**src/hdl/swms_div.sv**
```systemverilog
// Restoring radix-2 divider, one quotient bit per cycle.
// Standalone; used for the Q8 means.
module swms_div #(
  parameter int unsigned NW = 72,
  parameter int unsigned DW = 48
) (
  input  logic          clk_i,
  input  logic          rst_ni,
  input  logic          start_i,
  input  logic [NW-1:0] num_i,
  input  logic [DW-1:0] den_i,
  output logic          done_o,
  output logic [NW-1:0] quo_o
);
  localparam int unsigned CW = $clog2(NW + 1);
  logic [NW-1:0] quo_q, quo_d;
  logic [DW:0]   rem_q, rem_d;
  logic [DW-1:0] den_q;
  logic [CW-1:0] cnt_q, cnt_d;
  logic          busy_q, busy_d, done_q, done_d;
  logic [DW:0]   trial;

  always_comb begin
    quo_d = quo_q;
    rem_d = rem_q;
    cnt_d = cnt_q;
    busy_d = busy_q;
    done_d = 1'b0;
    trial = {rem_q[DW-1:0], quo_q[NW-1]};
    if (start_i) begin
      quo_d = num_i;
      rem_d = '0;
      cnt_d = CW'(NW);
      busy_d = 1'b1;
    end else if (busy_q) begin
      if (trial >= {1'b0, den_q}) begin
        rem_d = trial - {1'b0, den_q};
        quo_d = {quo_q[NW-2:0], 1'b1};
      end else begin
        rem_d = trial;
        quo_d = {quo_q[NW-2:0], 1'b0};
      end
      cnt_d = cnt_q - 1'b1;
      if (cnt_q == CW'(1)) begin
        busy_d = 1'b0;
        done_d = 1'b1;
      end
    end
  end

  always_ff @(posedge clk_i or negedge rst_ni) begin
    if (!rst_ni) begin
      busy_q <= 1'b0;
      done_q <= 1'b0;
      cnt_q <= '0;
    end else begin
      busy_q <= busy_d;
      done_q <= done_d;
      cnt_q <= cnt_d;
    end
  end

  always_ff @(posedge clk_i) begin
    quo_q <= quo_d;
    rem_q <= rem_d;
    if (start_i) den_q <= den_i;
  end

  assign done_o = done_q;
  assign quo_o = quo_q;
endmodule

```
**config.mk**
```make
export PLATFORM = sky130hd
export DESIGN_NAME = swms_div
export DESIGN_NICKNAME = d
export VERILOG_FILES = /design/src/hdl/swms_div.sv
export SDC_FILE = /design/constraint.sdc
export NUM_CORES = 1
export LEC_CHECK = 0
export ABC_AREA = 0
export BUFFER_PORTS_ARGS = -buffer_cell sky130_fd_sc_hd__buf_2
export CAP_MARGIN = 10
export CORE_ASPECT_RATIO = 1.25
export CORE_MARGIN = 3
export CORE_UTILIZATION = 35
export CTS_CLUSTER_DIAMETER = 150
export DETAILED_ROUTE_END_ITERATION = 12
export GPL_TIMING_DRIVEN = 0
export PLACE_DENSITY = 0.58
export SYNTH_ARGS = -nofsm -noshare
export SYNTH_HDL_FRONTEND = slang
export SYNTH_SLANG_ARGS = --single-unit
export TNS_END_PERCENT = 1
```
**constraint.sdc**
```tcl
create_clock -name clk_i -period 7.7 [get_ports clk_i]
set_clock_uncertainty 0.1 [all_clocks]
set_input_delay 0.385 -clock clk_i [delete_from_list [all_inputs] [get_ports clk_i]]
set_output_delay 0.385 -clock clk_i [all_outputs]
set_load 0.02 [all_outputs]
```
==> results.toml <==
[outcome]
outcome = "completed"

[sta]
rsz_0062_raised_after_global_routing = "no"
final_hold_viol_count = 0
final.setup.tns_ns = 0
fin_ws_ns = 3.90
worst-slew-pin-transition_ns = 1.15
final.min_clock_period_ns = 3.80
final.period_utilization_pct = 49.3
final-max-slew-violation-count = 0
clock.fmax_ghz = 0.263
slew_headroom_pct = 23.6
finalSetupViolations = 0

[clock_tree]
clkSinkCount = 177
cts.clk_slew.worst_paths_ns = 0.08
clk_latency_ns = 0.44
cts_tree = "yes"
tritoncts.num_buffers = 17
cts_htree_levels = 4
max-clock-path-buffers = 2
cts_root_buf = "sky130_fd_sc_hd__clkbuf_16"

[floorplan]
die_height_um = 194
initial_utilization_pct = 35.6
pin_count = 196
floorplan.die.width_um = 156
floorplan.die_area_mm2 = 0.0303
core_region_area_mm2 = 0.0277
placement_rows = 68

[setup_path]
r2r_startpoint = "den_q[13]"
worstPathBufferInverterCount = 2
worst-endpoint-arrival_ns = 4.05
cp_max_fo = 8
crit_slowest_cell = "sky130_fd_sc_hd__o31ai_1"
setup.worst_path.end_class = "flop"
critical_path_class = "reg -> reg"
worstSetupStartpoint = "den_q[13]"
cp_slowest_stage_delay_ns = 0.48
worst_path_dominant_cell_family = "compound AO/OA/AOI/OAI gates"
path_common_cell = "sky130_fd_sc_hd__and3_1"
critPathLaunchType = "flop"
cp_data_required_time_ns = 7.95
crit_path_cell_chain = "inv_1 > ha_1 > clkbuf_1 > and3_1 > and3_1 > o2111ai_1 > a32oi_1 > a21oi_1 > o31ai_1 > a41oi_1 > xnor2_1 > nand2_1 > a211oi_1"

[worst_hold_path]
min_path_type = "in -> reg"
hold_path.startpoint = "den_i[23]"

[power_and_ir_drop]
cellPowerDensity_mw_per_mm2 = 261
vdd_ir_drop_max_uv = 111
power_leakage_nw = 5.17

[logic_synthesis]
post_synth_and_or_nand_nor_area_fraction_pct = 11.5
synthFlopType = "sky130_fd_sc_hd__edfxtp_1"
synth_top_area_share_pct = 36.5
syn_area_per_cell_um2 = 10.3
synth.ff_latch_count = 177
yosys.area.top_type = "sky130_fd_sc_hd__edfxtp_1"
post_synth_fa_ha_maj_area_fraction_pct = 6.53
synth.cell_area_mm2 = 0.00988
synth.area.mux_share_pct = 8.52
netlist_instances = 960
synth_top_family_by_area = "compound AO/OA/AOI/OAI gates"
synthXorXnorAreaFrac_pct = 4.25
asyncSetResetFlopFracSynth_pct = 5.08
synth_cell_types = 66
synthTopCellsByArea = "sky130_fd_sc_hd__edfxtp_1, sky130_fd_sc_hd__dfxtp_1, sky130_fd_sc_hd__mux2_2"
synth-edff-count = 120
post_synthesis_compound_gate_area_fraction_pct = 15.9
syn_nets = 1134
sequential_fraction_of_the_synthesis_area_pct = 48.5
yosys_warnings = 0

[grt]
grt.total_usage_pct = 18.1
grt_start_max_net_pins = 73
grt_antenna_before_repair = 2
globalRoute.totalOverflow = 0
grt_first_pass_wirelength_um = 43500
grt_pass1_vias = 8340

[final_layout]
multiInputGateArea_mm2 = 0.00462
area_growth_syn_to_layout_pct = 21.6
area.sequential_mm2 = 0.00479
fraction_of_layout_cells_with_a_size_suffix_above_1_pct = 27.3
antennaDiodeCount = 0
filler_cell_count = 2767
nets = 1355

[placement]
dp_hpwl_um = 20500
buffer_ports.inserted = 195
detailedPlace.worstSlack_ns = 4.03
routabilityCongestion = 0.923

[detailed_routing]
route.met3.wl_um = 2060
detail_route.wirelength_um = 27400
route.vias.total = 8005
detailedRoute.firstIterationViolations = 369
wl_met2_um = 13500
drt_drc_violations_left = 0
dr.pass1.iters = 8
avg_wl_per_cell_um = 17.8
antenna_violating_nets_post_route = 0
route.detailed.vias_per_inst = 5.18
met1_layer_wirelength_in_the_final_routing_um = 11300
route.top_layer_used = "met5"

[flow_run]
max_cap_viol_count = 0
[where the power goes]
| group | internal (mW) | total, mW | switching (mW) | leakage, nW |
|---|---|---|---|---|
| logic | 0.395 | 0.966 | 0.571 | 3.14 |
| clock network | 0.475 | 0.922 | 0.447 | 0.301 |
| registers | 1.16 | 1.25 | 0.0952 | 1.73 |
[Yosys cell counts (22+ instances only)]
cell type                  count
sky130_fd_sc_hd__edfxtp_1    120
sky130_fd_sc_hd__nand2_1     106
sky130_fd_sc_hd__nor2_1       76
sky130_fd_sc_hd__a21oi_1      75
sky130_fd_sc_hd__mux2_2       72
sky130_fd_sc_hd__inv_1        64
sky130_fd_sc_hd__ha_1         50
sky130_fd_sc_hd__dfxtp_1      48
sky130_fd_sc_hd__clkbuf_1     31
sky130_fd_sc_hd__xnor2_1      29
sky130_fd_sc_hd__a21o_1       23
sky130_fd_sc_hd__a211oi_1     22
sky130_fd_sc_hd__o21ai_0      22
[layout make-up]
| class | instances | share of cell area (%) |
|---|---|---|
| sequential | 177 | 39.9 |
| inverter | 65 | 2.05 |
| buffer | 53 | 1.95 |
| tap | 350 | 3.64 |
| timing repair buffer | 202 | 8.85 |
| clock inverter | 15 | 1.72 |
| clock buffer | 17 | 3.54 |
| multi-input combinational | 665 | 38.4 |
[path summary, 6_finish.rpt]
path,end,slack [ns],cells after the start
worst min register to register,rem_q[2],0.39,2
worst max-delay path,rem_q[39],3.90,13
worst max register to register,rem_q[39],3.90,13
min in group asynchronous,cnt_q[1],0.24,2
worst min-delay path,den_q[23],0.02,1
max in group asynchronous,busy_q,7.07,2
[routing by layer]
layer,GRT usage (%),vias up
li1,-,3938
met1,21.5,3784
met2,31.0,245
met3,5.92,36
met4,5.42,2
met5,0,-
[repair_timing]
item	in CTS	in global routing
resized for setup	0	0
hold buffers	5	1
endpoints found under the setup margin	0	0
hold endpoints to repair	13	1
buffers inserted	0	0
[cell families (layout without fill, tap and decap cells)]
kind of cell,after synthesis,count (layout)
adder cells (fa/ha/maj),51,51
AND/OR/NAND/NOR,254,254
flip-flops,177,177
AO/OA/AOI/OAI,237,237
multiplexers,75,75
XOR/XNOR,48,48
buffers and inverters,118,352
[through the flow]
step / area (µm²) / total power, mW / hold WS [ns] / util, % / std cells
after floorplan: 9880 / 1.96 / -0.0106 / - / 960
after global placement: 11300 / 2.22 / 0.155 / 40.7 / 1505
after detailed placement: 11300 / 2.23 / 0.160 / 40.8 / 1506
after CTS: 12000 / 3.17 / 0.000557 / 43.3 / 1543
after global routing: 12000 / 3.33 / 0.00117 / 43.3 / 1544
final: 12000 / 3.14 / 0.0160 / 43.3 / 1544
[cells in the final DEF, fill, tap and decap left out, types with 29 or more instances in the layout]
| cell | count |
|---|---|
| sky130_fd_sc_hd__clkbuf_1 | 31 |
| sky130_fd_sc_hd__buf_2 | 205 |
| sky130_fd_sc_hd__inv_1 | 63 |
| sky130_fd_sc_hd__nor2_1 | 76 |
| sky130_fd_sc_hd__dfxtp_1 | 48 |
| sky130_fd_sc_hd__a21oi_1 | 75 |
| sky130_fd_sc_hd__ha_1 | 50 |
| sky130_fd_sc_hd__nand2_1 | 106 |
| sky130_fd_sc_hd__mux2_2 | 72 |
| sky130_fd_sc_hd__edfxtp_1 | 120 |
| sky130_fd_sc_hd__xnor2_1 | 29 |
[state kept, by name, indices dropped and copies added (netlist names)]
register and flops:
done_o 1, busy_q 1, quo_o 72, den_q 48, cnt_q 7, rem_q 48
Note: power is estimated with default switching activity, not from simulation.
